File: config.mk
export PLATFORM = sky130hd
export DESIGN_NAME = grid_rectangle_first_fit_allocator
export DESIGN_NICKNAME = d
export VERILOG_FILES = /design/src/hdl/grfa_pkg.sv /design/src/hdl/grid_rectangle_first_fit_allocator.sv
export SDC_FILE = /design/constraint.sdc
export NUM_CORES = 2
export LEC_CHECK = 0
export BUFFER_PORTS_ARGS = -buffer_cell sky130_fd_sc_hd__buf_2
export CAP_MARGIN = 20
export CORE_ASPECT_RATIO = 1.4
export CORE_MARGIN = 1
export CORE_UTILIZATION = 60
export DETAILED_ROUTE_END_ITERATION = 7
export GPL_TIMING_DRIVEN = 0
export PLACE_DENSITY = 0.76
export SLEW_MARGIN = 20
export SYNTH_ARGS = -nofsm -noshare
export SYNTH_HDL_FRONTEND = slang
export SYNTH_SLANG_ARGS = --single-unit
File: constraint.sdc
create_clock -name i_clk -period 27.1 [get_ports i_clk]
set_input_delay 4.065 -clock i_clk [delete_from_list [all_inputs] [get_ports i_clk]]
set_output_delay 4.065 -clock i_clk [all_outputs]
set_load 0.01 [all_outputs]
File: src/hdl/grfa_pkg.sv
// Shared types and constants for the grid rectangle first-fit allocator.
// No dependencies; the top level takes everything by scoped name.
package grfa_pkg;

    // Default sizing of the occupancy store.
    localparam int MAX_GRID_COLS_DEF = 64;
    localparam int MAX_GRID_ROWS_DEF = 64;

    // Field widths fixed by the interface.
    localparam int CFG_DATA_W  = 7;
    localparam int CFG_INDEX_W = 1;
    localparam int SIZE_W      = 7;
    localparam int CORNER_W    = 6;
    localparam int ROW_CNT_W   = 8;

    // Configuration register indexes.
    localparam logic [CFG_INDEX_W-1:0] CFG_GRID_COLUMNS = 1'b0;
    localparam logic [CFG_INDEX_W-1:0] CFG_GRID_ROWS    = 1'b1;

    // Request codes.
    localparam logic MODE_ALLOC = 1'b0;
    localparam logic MODE_CLEAR = 1'b1;

    // Reset values of the configuration registers.
    localparam logic [CFG_DATA_W-1:0] GRID_COLUMNS_RST = 7'd64;
    localparam logic [CFG_DATA_W-1:0] GRID_ROWS_RST    = 7'd64;

    typedef enum logic [2:0] {
        ST_IDLE,
        ST_ACC,
        ST_SHIFT,
        ST_PICK,
        ST_MARK,
        ST_RESULT
    } t_state;

endpackage

File: src/hdl/grid_rectangle_first_fit_allocator.sv
// Top level of the grid rectangle first-fit allocator: sequencer, occupancy
// memory, shared row-union and window-search datapath. Depends on grfa_pkg.

// The block keeps one occupancy bit per slot in a memory of MAX_GRID_ROWS
// words, MAX_GRID_COLS bits each, plus one valid flip-flop per row so that
// reset and a clear beat free the whole grid by dropping all valid bits (no
// clearing pass; a row that is not valid reads as all free). An allocate beat
// scans candidate rows from the top. For each candidate row y the sequencer
// reads rows y..y+h-1 through the single read port and ORs them into a union
// word, then runs w shift-and steps over the free mask to find every column
// where w free slots start inside the grid, then picks the lowest such column.
// On a hit it reads, ORs in the placed columns and writes back rows y..y+h-1,
// then posts the result; if no candidate row is left it posts a miss. A clear
// beat or a request that cannot fit by size goes straight to posting the
// result. Input ready is high only while the sequencer is idle; a posted
// result waits in the output register and does not block the next input beat.
// Write the configuration registers only while the block is idle; values
// above the grid limits saturate.
module grid_rectangle_first_fit_allocator #(
    parameter int MAX_GRID_COLS = grfa_pkg::MAX_GRID_COLS_DEF,
    parameter int MAX_GRID_ROWS = grfa_pkg::MAX_GRID_ROWS_DEF
) (
    input  logic                                i_clk,
    input  logic                                i_rst_n,
    // configuration write port
    input  logic                                i_cfg_we,
    input  logic [grfa_pkg::CFG_INDEX_W-1:0]    i_cfg_index,
    input  logic [grfa_pkg::CFG_DATA_W-1:0]     i_cfg_data,
    // request channel
    input  logic                                i_in_valid,
    output logic                                o_in_ready,
    input  logic                                i_mode,
    input  logic [grfa_pkg::SIZE_W-1:0]         i_req_width,
    input  logic [grfa_pkg::SIZE_W-1:0]         i_req_height,
    // result channel
    output logic                                o_out_valid,
    input  logic                                i_out_ready,
    output logic                                o_found,
    output logic [grfa_pkg::CORNER_W-1:0]       o_corner_x,
    output logic [grfa_pkg::CORNER_W-1:0]       o_corner_y
);

    localparam int RW = (MAX_GRID_ROWS > 1) ? $clog2(MAX_GRID_ROWS) : 1;
    localparam int XW = (MAX_GRID_COLS > 1) ? $clog2(MAX_GRID_COLS) : 1;
    localparam int SW = grfa_pkg::SIZE_W;
    localparam int YW = grfa_pkg::ROW_CNT_W;

    // ------------------------------------------------------------------
    // Configuration registers
    // ------------------------------------------------------------------
    logic [SW-1:0] r_grid_columns;
    logic [SW-1:0] r_grid_rows;

    always_ff @(posedge i_clk) begin
        if (!i_rst_n) begin
            r_grid_columns <= grfa_pkg::GRID_COLUMNS_RST;
            r_grid_rows    <= grfa_pkg::GRID_ROWS_RST;
        end else if (i_cfg_we) begin
            unique case (i_cfg_index)
                grfa_pkg::CFG_GRID_COLUMNS: r_grid_columns <= i_cfg_data;
                grfa_pkg::CFG_GRID_ROWS:    r_grid_rows    <= i_cfg_data;
                default: ;
            endcase
        end
    end

    // Saturate to the store size. The row limit may exceed what the register
    // can hold, in which case the compare never fires.
    logic [SW-1:0] eff_cols;
    logic [SW-1:0] eff_rows;

    always_comb begin
        eff_cols = (r_grid_columns > SW'(MAX_GRID_COLS)) ? SW'(MAX_GRID_COLS)
                                                         : r_grid_columns;
        eff_rows = ({2'b00, r_grid_rows} > 9'(MAX_GRID_ROWS)) ? SW'(MAX_GRID_ROWS)
                                                              : r_grid_rows;
    end

    // ------------------------------------------------------------------
    // Sequencer registers
    // ------------------------------------------------------------------
    grfa_pkg::t_state r_state, n_state;

    logic [SW-1:0]            r_w, n_w;         // request width
    logic [SW-1:0]            r_h, n_h;         // request height
    logic [SW-1:0]            r_cols, n_cols;   // grid width for this beat
    logic [SW-1:0]            r_rows, n_rows;   // grid height for this beat
    logic [YW-1:0]            r_y, n_y;         // candidate row
    logic [YW-1:0]            r_rd, n_rd;       // next row to read
    logic [YW-1:0]            r_wr, n_wr;       // row whose data returns now
    logic [SW-1:0]            r_left, n_left;   // reads still to issue
    logic                     r_pend, n_pend;   // read data returns this cycle
    logic [MAX_GRID_COLS-1:0] r_union, n_union; // OR of rows under candidate
    logic [MAX_GRID_COLS-1:0] r_free, n_free;   // shifted free mask
    logic [MAX_GRID_COLS-1:0] r_win, n_win;     // window-fit bits
    logic [SW-1:0]            r_k, n_k;         // shift steps left
    logic [XW-1:0]            r_x, n_x;         // chosen column
    logic [MAX_GRID_COLS-1:0] r_rect, n_rect;   // columns to mark
    logic                     r_res_found, n_res_found;

    // Output register
    logic                     r_out_valid, n_out_valid;
    logic                     r_found, n_found;
    logic [grfa_pkg::CORNER_W-1:0] r_cx, n_cx;
    logic [grfa_pkg::CORNER_W-1:0] r_cy, n_cy;

    // Memory side
    logic [MAX_GRID_COLS-1:0] r_mem [MAX_GRID_ROWS];
    logic [MAX_GRID_ROWS-1:0] r_row_valid;
    logic [MAX_GRID_COLS-1:0] r_rd_data;
    logic                     r_rd_vld;
    logic                     mem_re;
    logic                     mem_we;
    logic [MAX_GRID_COLS-1:0] mem_wdata;
    logic                     clear_all;

    logic                     in_acc;
    logic [MAX_GRID_COLS-1:0] col_mask;
    logic [MAX_GRID_COLS-1:0] rd_word;
    logic [MAX_GRID_COLS-1:0] low_bit;
    logic [XW-1:0]            low_idx;
    logic [YW-1:0]            x_end;
    logic [YW-1:0]            y_next;

    assign o_in_ready  = (r_state == grfa_pkg::ST_IDLE);
    assign in_acc      = i_in_valid && o_in_ready;
    assign o_out_valid = r_out_valid;
    assign o_found     = r_found;
    assign o_corner_x  = r_cx;
    assign o_corner_y  = r_cy;

    // Slot columns inside the grid of the current beat.
    always_comb begin
        for (int i = 0; i < MAX_GRID_COLS; i++) begin
            col_mask[i] = (YW'(i) < YW'(r_cols));
        end
    end

    // A row never written since the last clear reads as all free.
    assign rd_word = r_rd_vld ? r_rd_data : '0;

    // Lowest column where the window fits, and the columns it covers.
    always_comb begin
        low_bit = r_win & (~r_win + 1'b1);
        low_idx = '0;
        for (int i = 0; i < MAX_GRID_COLS; i++) begin
            if (low_bit[i]) begin
                low_idx = low_idx | XW'(i);
            end
        end
        x_end  = YW'(low_idx) + YW'(r_w);
        y_next = r_y + 1'b1;
    end

    // ------------------------------------------------------------------
    // Next state and datapath
    // ------------------------------------------------------------------
    always_comb begin
        n_state     = r_state;
        n_w         = r_w;
        n_h         = r_h;
        n_cols      = r_cols;
        n_rows      = r_rows;
        n_y         = r_y;
        n_rd        = r_rd;
        n_wr        = r_wr;
        n_left      = r_left;
        n_pend      = 1'b0;
        n_union     = r_union;
        n_free      = r_free;
        n_win       = r_win;
        n_k         = r_k;
        n_x         = r_x;
        n_rect      = r_rect;
        n_res_found = r_res_found;
        n_out_valid = r_out_valid && !i_out_ready;
        n_found     = r_found;
        n_cx        = r_cx;
        n_cy        = r_cy;
        mem_re      = 1'b0;
        mem_we      = 1'b0;
        mem_wdata   = rd_word | r_rect;
        clear_all   = 1'b0;

        // Shared read issue for the union and mark passes.
        if ((r_state == grfa_pkg::ST_ACC || r_state == grfa_pkg::ST_MARK)
                && r_left != '0) begin
            mem_re = 1'b1;
            n_rd   = r_rd + 1'b1;
            n_wr   = r_rd;
            n_left = r_left - 1'b1;
            n_pend = 1'b1;
        end

        unique case (r_state)
            grfa_pkg::ST_IDLE: begin
                if (in_acc) begin
                    n_w         = i_req_width;
                    n_h         = i_req_height;
                    n_cols      = eff_cols;
                    n_rows      = eff_rows;
                    n_y         = '0;
                    n_res_found = 1'b0;
                    if (i_mode == grfa_pkg::MODE_CLEAR) begin
                        clear_all = 1'b1;
                        n_state   = grfa_pkg::ST_RESULT;
                    end else if (i_req_width == '0 || i_req_height == '0
                            || i_req_width > eff_cols || i_req_height > eff_rows) begin
                        n_state = grfa_pkg::ST_RESULT;
                    end else begin
                        n_rd    = '0;
                        n_left  = i_req_height;
                        n_union = '0;
                        n_state = grfa_pkg::ST_ACC;
                    end
                end
            end

            grfa_pkg::ST_ACC: begin
                if (r_pend) begin
                    n_union = r_union | rd_word;
                end
                // Last read lands this cycle: seed the window search.
                if (r_left == '0) begin
                    n_free  = ~(r_union | rd_word) & col_mask;
                    n_win   = '1;
                    n_k     = r_w;
                    n_state = grfa_pkg::ST_SHIFT;
                end
            end

            grfa_pkg::ST_SHIFT: begin
                n_win  = r_win & r_free;
                n_free = r_free >> 1;
                n_k    = r_k - 1'b1;
                if (r_k == SW'(1)) begin
                    n_state = grfa_pkg::ST_PICK;
                end
            end

            grfa_pkg::ST_PICK: begin
                if (r_win != '0) begin
                    n_x = low_idx;
                    for (int i = 0; i < MAX_GRID_COLS; i++) begin
                        n_rect[i] = (YW'(i) >= YW'(low_idx)) && (YW'(i) < x_end);
                    end
                    n_rd    = r_y;
                    n_left  = r_h;
                    n_state = grfa_pkg::ST_MARK;
                end else if (y_next + YW'(r_h) > YW'(r_rows)) begin
                    n_state = grfa_pkg::ST_RESULT;
                end else begin
                    n_y     = y_next;
                    n_rd    = y_next;
                    n_left  = r_h;
                    n_union = '0;
                    n_state = grfa_pkg::ST_ACC;
                end
            end

            grfa_pkg::ST_MARK: begin
                // Write back each row as its data returns.
                if (r_pend) begin
                    mem_we = 1'b1;
                end
                if (r_left == '0) begin
                    n_res_found = 1'b1;
                    n_state     = grfa_pkg::ST_RESULT;
                end
            end

            grfa_pkg::ST_RESULT: begin
                // Hold until the output register is free.
                if (!r_out_valid || i_out_ready) begin
                    n_out_valid = 1'b1;
                    n_found     = r_res_found;
                    n_cx        = r_res_found ? grfa_pkg::CORNER_W'(r_x) : '0;
                    n_cy        = r_res_found ? grfa_pkg::CORNER_W'(r_y) : '0;
                    n_state     = grfa_pkg::ST_IDLE;
                end
            end

            default: n_state = grfa_pkg::ST_IDLE;
        endcase
    end

    // ------------------------------------------------------------------
    // Registers
    // ------------------------------------------------------------------
    always_ff @(posedge i_clk) begin
        if (!i_rst_n) begin
            r_state     <= grfa_pkg::ST_IDLE;
            r_pend      <= 1'b0;
            r_out_valid <= 1'b0;
        end else begin
            r_state     <= n_state;
            r_pend      <= n_pend;
            r_out_valid <= n_out_valid;
        end
    end

    always_ff @(posedge i_clk) begin
        r_w         <= n_w;
        r_h         <= n_h;
        r_cols      <= n_cols;
        r_rows      <= n_rows;
        r_y         <= n_y;
        r_rd        <= n_rd;
        r_wr        <= n_wr;
        r_left      <= n_left;
        r_union     <= n_union;
        r_free      <= n_free;
        r_win       <= n_win;
        r_k         <= n_k;
        r_x         <= n_x;
        r_rect      <= n_rect;
        r_res_found <= n_res_found;
        r_found     <= n_found;
        r_cx        <= n_cx;
        r_cy        <= n_cy;
    end

    // Row valid bits: drop all on reset or clear, set on write-back.
    always_ff @(posedge i_clk) begin
        if (!i_rst_n) begin
            r_row_valid <= '0;
        end else if (clear_all) begin
            r_row_valid <= '0;
        end else if (mem_we) begin
            r_row_valid[r_wr[RW-1:0]] <= 1'b1;
        end
    end

    // Occupancy memory: one write and one registered read per cycle.
    always_ff @(posedge i_clk) begin
        if (mem_we) begin
            r_mem[r_wr[RW-1:0]] <= mem_wdata;
        end
        if (mem_re) begin
            r_rd_data <= r_mem[r_rd[RW-1:0]];
            r_rd_vld  <= r_row_valid[r_rd[RW-1:0]];
        end
    end

    // ------------------------------------------------------------------
    // Assertions
    // ------------------------------------------------------------------
    a_miss_zero: assert property (@(posedge i_clk) disable iff (!i_rst_n)
        (o_out_valid && !o_found) |-> (o_corner_x == '0 && o_corner_y == '0))
        else $error("miss result carries a nonzero corner");

    a_write_in_grid: assert property (@(posedge i_clk) disable iff (!i_rst_n)
        mem_we |-> (r_wr < YW'(r_rows) && r_wr >= r_y && r_wr < r_y + YW'(r_h)))
        else $error("write-back outside the placed rectangle rows");

    a_clear_all: assert property (@(posedge i_clk) disable iff (!i_rst_n)
        (in_acc && i_mode == grfa_pkg::MODE_CLEAR) |=> (r_row_valid == '0))
        else $error("clear beat left rows marked valid");

    a_fit_in_cols: assert property (@(posedge i_clk) disable iff (!i_rst_n)
        (r_state == grfa_pkg::ST_MARK) |-> ((r_rect & ~col_mask) == '0 && r_rect != '0))
        else $error("placed columns fall outside the grid");

endmodule

# After elaboration in Yosys (flattened, before gate mapping)
# Memory sizes are Yosys's and may differ from the RTL's. A register that Yosys moved wholly into a read port is not among the register bits.
# Index checks and enable logic that the tools add are counted.
word_totals:
  input_bits: 28
  wordCells: 569
  ram_bits: 4096
  reg_bits: 424
  memories: 1
op_classes:
  order_cmp: 199
  muxes: 214
  n_reduce_logical: 94
  eq_ne: 21
  n_bitwise: 8
  add_sub_neg: 7
mem_list:
  columns: ["memory", "words", "word_bits", "rd", "rd_ports_with_merged_regs", "write_ports", "line", "text"]
  rows:
  - ["r_mem", 64, 64, 1, 1, 1, "grid_rectangle_first_fit_allocator.sv:108", "logic [MAX_GRID_COLS-1:0] r_mem [MAX_GRID_ROWS];"]
op_table:
  columns: ["cell", "count"]
  rows:
  - ["$mux 64", 28]
  - ["$mux 7", 37]
  - ["$lt 6x8->1 const A", 32]
  - ["$pmux 64 s2", 2]
  - ["$mux 6", 40]
  - ["$lt 6x7->1 const A", 32]
  - ["$and 64x64->64", 3]
  - ["$or 64x64->64", 3]
  - ["$pmux 64 s3", 1]
  - ["$ge 6x6->1 const A", 31]
  - ["$mux 8", 22]
  - ["$lt 5x8->1 const A", 16]
  - ["$not 64->64", 2]
  - ["$lt 5x7->1 const A", 16]
  - ["$ge 5x6->1 const A", 16]
  - ["$mux 5", 16]
  - ["$mux 3", 26]
  - ["$logic_and 1x1->1", 67]
  - ["$add 64x1->64 const B", 1]
  - ["$lt 4x8->1 const A", 8]
  - ["$reduce_bool 64->1", 1]
  - ["$lt 4x7->1 const A", 8]
  - ["$ge 4x6->1 const A", 8]
  - ["$lt 3x8->1 const A", 4]
  - ["45 further kinds", 123]

# Logic depth before layout (Yosys ltp)
depth:
  word_depth: 71
  depth_mapped: 21
  mapped_depth_nobuf: 19

# Least setup slack after synthesis
# OpenSTA, ideal clock, no wires.
synth_path:
  kind: "flip-flop to flip-flop"
  from: "register r_state[0]"
  to: "register r_free[0], enable pin"
  synth_period_minus_slack_ns: 11.597
  stages_incl_launch_ff: 5
  setup_ns: 0.828
  path_slack_ns: 15.503
  t_required_ns: 26.272
  arrival_ns: 10.769
  cell_sequence: "dfxtp_1 > clkbuf_1 > nor2b_1 > nand2_1 > o31ai_1"
synth_between:
  elab_chain_len: 3
  elab_cells_between_ends: 5
  cone_classes: "eq/ne: 3; reduce/logical: 2"
synth_rtl:
  columns: ["element", "line", "text"]
  rows:
  - ["from (decl)", "grid_rectangle_first_fit_allocator.sv:82", "grfa_pkg::t_state r_state, n_state;"]
  - ["from (signal assigned)", "grid_rectangle_first_fit_allocator.sv:292", "r_state <= grfa_pkg::ST_IDLE;"]
  - ["from (signal assigned)", "grid_rectangle_first_fit_allocator.sv:296", "r_state <= n_state;"]
  - ["$eq 3x1->1 or $eq 3x2->1 (tied branches)", "grid_rectangle_first_fit_allocator.sv:195", "unique case (r_state)"]
  - ["$ne 2x1->1 (no source line) or $reduce_bool 2->1 (tied branches)", null, null]
  - ["$reduce_and 2->1 (no source line) (*)", null, null]
  - ["to (signal assigned)", "grid_rectangle_first_fit_allocator.sv:312", "r_free <= n_free;"]
  - ["to (decl)", "grid_rectangle_first_fit_allocator.sv:94", "logic [MAX_GRID_COLS-1:0] r_free, n_free;"]
# Mark *: on every way between the ends. The rest lies on a longest branch, timed or not.
# A chain may end at the register's enable or synchronous reset.

# Final worst setup path
layout_path:
  from: "register r_win[12]"
  to: "register r_rect[19], data pin"
layout_between:
  elab_cells_between_ends: 61
  cone_classes: "add/sub: 2; order compare: 2; mux: 54; bitwise: 2; reduce/logical: 1"
layout_rtl:
  columns: ["element", "line", "text"]
  rows:
  - ["from (decl)", "grid_rectangle_first_fit_allocator.sv:95", "logic [MAX_GRID_COLS-1:0] r_win, n_win;"]
  - ["from (signal assigned)", "grid_rectangle_first_fit_allocator.sv:313", "r_win <= n_win;"]
  - ["$not 64->64 (*)", "grid_rectangle_first_fit_allocator.sv:144", "low_bit = r_win & (~r_win + 1'b1);"]
  - ["$add 64x1->64 (*)", "grid_rectangle_first_fit_allocator.sv:144", null]
  - ["$and 64x64->64 (*)", "grid_rectangle_first_fit_allocator.sv:144", null]
  - ["$mux 4 (2 in a row)", "grid_rectangle_first_fit_allocator.sv:147", "if (low_bit[i]) begin"]
  - ["$mux 5 (16 in a row)", "grid_rectangle_first_fit_allocator.sv:147", null]
  - ["$mux 6 (31 in a row)", "grid_rectangle_first_fit_allocator.sv:147", null]
  - ["$mux 6 (*)", "grid_rectangle_first_fit_allocator.sv:147", null]
  - ["named net low_idx[1]", "grid_rectangle_first_fit_allocator.sv:121", "logic [XW-1:0] low_idx;"]
  - ["$add 6x7->8", "grid_rectangle_first_fit_allocator.sv:151", "x_end = YW'(low_idx) + YW'(r_w);"]
  - ["$lt 5x8->1", "grid_rectangle_first_fit_allocator.sv:245", "n_rect[i] = (YW'(i) >= YW'(low_idx)) && (YW'(i) < x_end);"]
  - ["$logic_and 1x1->1 (*)", "grid_rectangle_first_fit_allocator.sv:245", null]
  - ["$mux 64 (*)", "grid_rectangle_first_fit_allocator.sv:242", "if (r_win != '0) begin"]
  - ["$mux 64 (*)", "grid_rectangle_first_fit_allocator.sv:195", null]
  - ["to (signal assigned)", "grid_rectangle_first_fit_allocator.sv:316", "r_rect <= n_rect;"]
  - ["to (decl)", "grid_rectangle_first_fit_allocator.sv:98", "logic [MAX_GRID_COLS-1:0] r_rect, n_rect;"]
# Mark *: on every way through the listed nets, which the timed path passes. The rest lies on a longest branch. The select of a mux whose other input is x is not followed.

==> summary.txt <==
Synthesis
  – Synth warn: 0
  – Synth cell types: 88
  – Synth top area cells: edfxtp_1 76%, mux4_2 17%, dfxtp_1 1.1%
  – Mapped cell area: about 0.18 mm²
  – Largest area contributor in the netlist: edfxtp_1
  – Register bit total from synthesis: 4,582
  – Ys flop type: edfxtp_1
  – Syn Inst Count: between 8,000 and 9,000
  – Area share of the largest cell type after synthesis: 0.757
  – Async S/R FF share, synth: 0
  – Post-synthesis sequential area ratio: 0.768
  – Syn Area/Cell: 22.2 µm²
  – Synth Net Count: 8,085
  – Number of enable flip-flop cells after synthesis: 4,486

Drt
  – Drt wl/cell: roughly 43 µm
  – Routed Wire Length: 565,000 µm
  – Via count: 96,300
  – Drt pass-1 iters: 8
  – DRT iter0 DRCs: roughly 16,000
  – Avg Vias per Cell: between 7 and 8
  – Residual DRC: 0
  – Antenna Violating Nets Remaining: 0

Hold path
  – Hold crit path type: flop to flop
  – Worst Hold Launch: r_rd[5]
  – Worst Hold End: r_wr[5]
  – WHS Path Cells: 0

CTS
  – CTS buffer count: 403
  – Post-cts gate resize count: 0
  – CTS tree: built
  – Hold-fix buffers at CTS: 0
  – Worst-Skew Late Latency: 0.97 ns
  – Clock root cell: clkbuf_16
  – Post-CTS setup buffers: 0
  – Clk sinks: 4,582
  – CTS clk-pin slew, worst paths: 0.08 ns
  – H-Tree Depth: 5
  – CTS max path bufs: 4

GRT
  – Vias in the first global route: 95,300
  – Largest net degree at the start of global routing: 54
  – First-pass GRT wire length: around 770,000 µm
  – Initial antenna violation count: just under 50
  – GR Util All Layers: 0.378
  – Overflow after GRT: 0

STA
  – Pins Over Slew Limit: 0
  – Hold Slack: 0.456 ns
  – Worst slew margin: 0.129
  – Clk_skew: 0.0750 ns
  – Total Neg Setup Slack: 0 ns
  – Final Hold Viols: 0
  – Period Utilization, post-route: 0.277
  – RSZ-0062 raised after global routing: false
  – Worst Max-Slew Pin Slew: about 1.3 ns
  – Final Worst Setup Slack: 19.59 ns
  – Final setup violation count: 0
  – Achievable Freq: 0.133 GHz
  – Min Tclk post-route: 7.51 ns

Placement
  – Routability-driven placement congestion ratio: approximately 0.99
  – DP Worst Slack: 19.24 ns
  – Area after DPL: approximately 0.19 mm²
  – Port Buffers: 40
  – Detailed Place HPWL: 359,000 µm

Outcome
  – Status: complete, no violations

Worst setup path
  – R2R setup slack: 19.59 ns
  – CP required: 27.74 ns
  – Max FO, Critical Path: 10
  – Worst Setup End Kind: flop
  – CP startpoint kind: flop
  – R2r startpoint: r_win[12]
  – Crit path DAT: a little over 8 ns
  – R2R depth: 19
  – R2r endpoint: r_rect[19]
  – Path type of the worst setup path: flop to flop

Power
  – Final Power: 0.0206 W
  – Pleak: 63.7 nW
  – PwrDens: 100 mW/mm²
  – VDD IR max: between 0.07 and 0.08 mV

Floorplan
  – Ports: 43
  – Initial Util: 0.603
  – Rows: ~240
  – Die X: 462 µm
  – Die H: around 650 µm
  – Die area: 0.299 mm²
  – Area of the core: 0.295 mm²

Flow run
  – Max-cap violations: 0

Cells and area
  – Area delta synth->final: 15.2%
  – Leading cell types in the layout, fill and taps excluded: 4,486 x edfxtp_1, 1,365 x mux4_2, 410 x clkbuf_16
  – Most common cell after layout, fill and taps aside: edfxtp_1
  – Final instance area: 0.205 mm²
  – Final nets: 8,890
  – Layout cells sized above 1: 0.285
==> synthesized netlist by cell type (all sizes together) (26+ instances only) <==
library cell / count
edfxtp: 4486
mux4: 1365
nor2: 343
clkbuf: 329
nand2: 316
a21oi: 185
dfxtp: 96
buf: 95
o21ai: 93
a21o: 70
inv: 70
nor3: 61
nand3: 50
ha: 40
a32o: 27
and2: 26
nor2b: 26
==> sequential cells by signal, indices dropped and copies added (netlist names), 8 cells and up <==
signal / cells
r_row_valid: 64
r_union: 64
r_y: 8
r_free: 64
r_rect: 64
r_mem: 4096
r_rd_data: 64
r_win: 64
==> cell type report <==
cell class | count | area [µm²]
fillers | 16400 | 89900
well taps | 3927 | 4910
inverters | 70 | 265
clock inverters | 230 | 2610
repair buffers | 400 | 7970
diodes | 107 | 268
clock buffers | 496 | 10600
plain buffers | 424 | 1800
flip-flops and latches | 4582 | 137000
multi-input cells | 2939 | 40000
==> worst max path at each step <==
stage	endpoint	from	cells past startpoint
final	r_rect[19]	r_win[12]	19
after global routing	r_rect[19]	r_win[13]	19
after CTS	r_rect[19]	r_win[12]	19
after detailed placement	r_union[43]	i_req_height[1]	14
after global placement	r_win[43]	r_state[0]	4
after floorplan	r_free[0]	r_state[0]	4
==> where the power goes <==
part	internal [W]	switching, W	total [W]
Clock	0.00327	0.00264	0.00591
Sequential	0.00839	0.000155	0.00855
Combinational	0.00244	0.00370	0.00615
Total	0.0141	0.00650	0.0206
==> stage by stage <==
| stage | std cells | util |
|---|---|---|
| 3_5_place_dp | 12300 | 0.649 |
| 2_1_floorplan | 8015 | - |
| 5_1_grt | 13100 | 0.695 |
| 6_report | 13200 | 0.695 |
| 3_3_place_gp | 12000 | 0.621 |
| 4_1_cts | 13100 | 0.694 |
==> kinds of logic (layout without fill, tap and decap cells) <==
logic type                 count (synthesis)  after routing  share of synthesized area
and+or+nand+nor                          972            972                     0.0251
adders and majority gates                 42             42                    0.00304
DFF                                     4582           4582                      0.768
xor gates and xnor gates                  33             33                    0.00162
muxes                                   1383           1383                      0.174
other                                      0            107                          0
buffers and inverters                    494           1620                     0.0107
AOI/OAI and AO/OA                        509            509                     0.0182
==> worst max-delay path: stages, from the launching register on <==
cell	delay (ns)
edfxtp_1	0.49
nor3_1	0.56
nand4_1	0.24
or3_1	0.40
clkbuf_1	0.26
nor3_1	0.91
a211oi_1	0.10
nand4_1	0.39
nor2_1	0.35
inv_1	0.23
ha_1	0.26
a21o_1	0.16
a21oi_1	0.31
o21ai_0	0.21
xnor2_1	0.60
nand2b_1	0.35
nor2_1	0.22
nor2_1	0.47
inv_1	0.13
a221oi_1	0.58
==> routing by layer <==
metal  part of all wire  global-route usage  routed length [µm]  vias up
met4              0.089               0.286               50200       18
li1                   -                   -                   -    35500
met1               0.30               0.442              171000    49700
met3               0.12              0.0995               69000     2041
met2               0.49               0.605              274000     9059
met5            0.00043                   0                 241        -
Note: power is estimated with default switching activity, not from simulation.
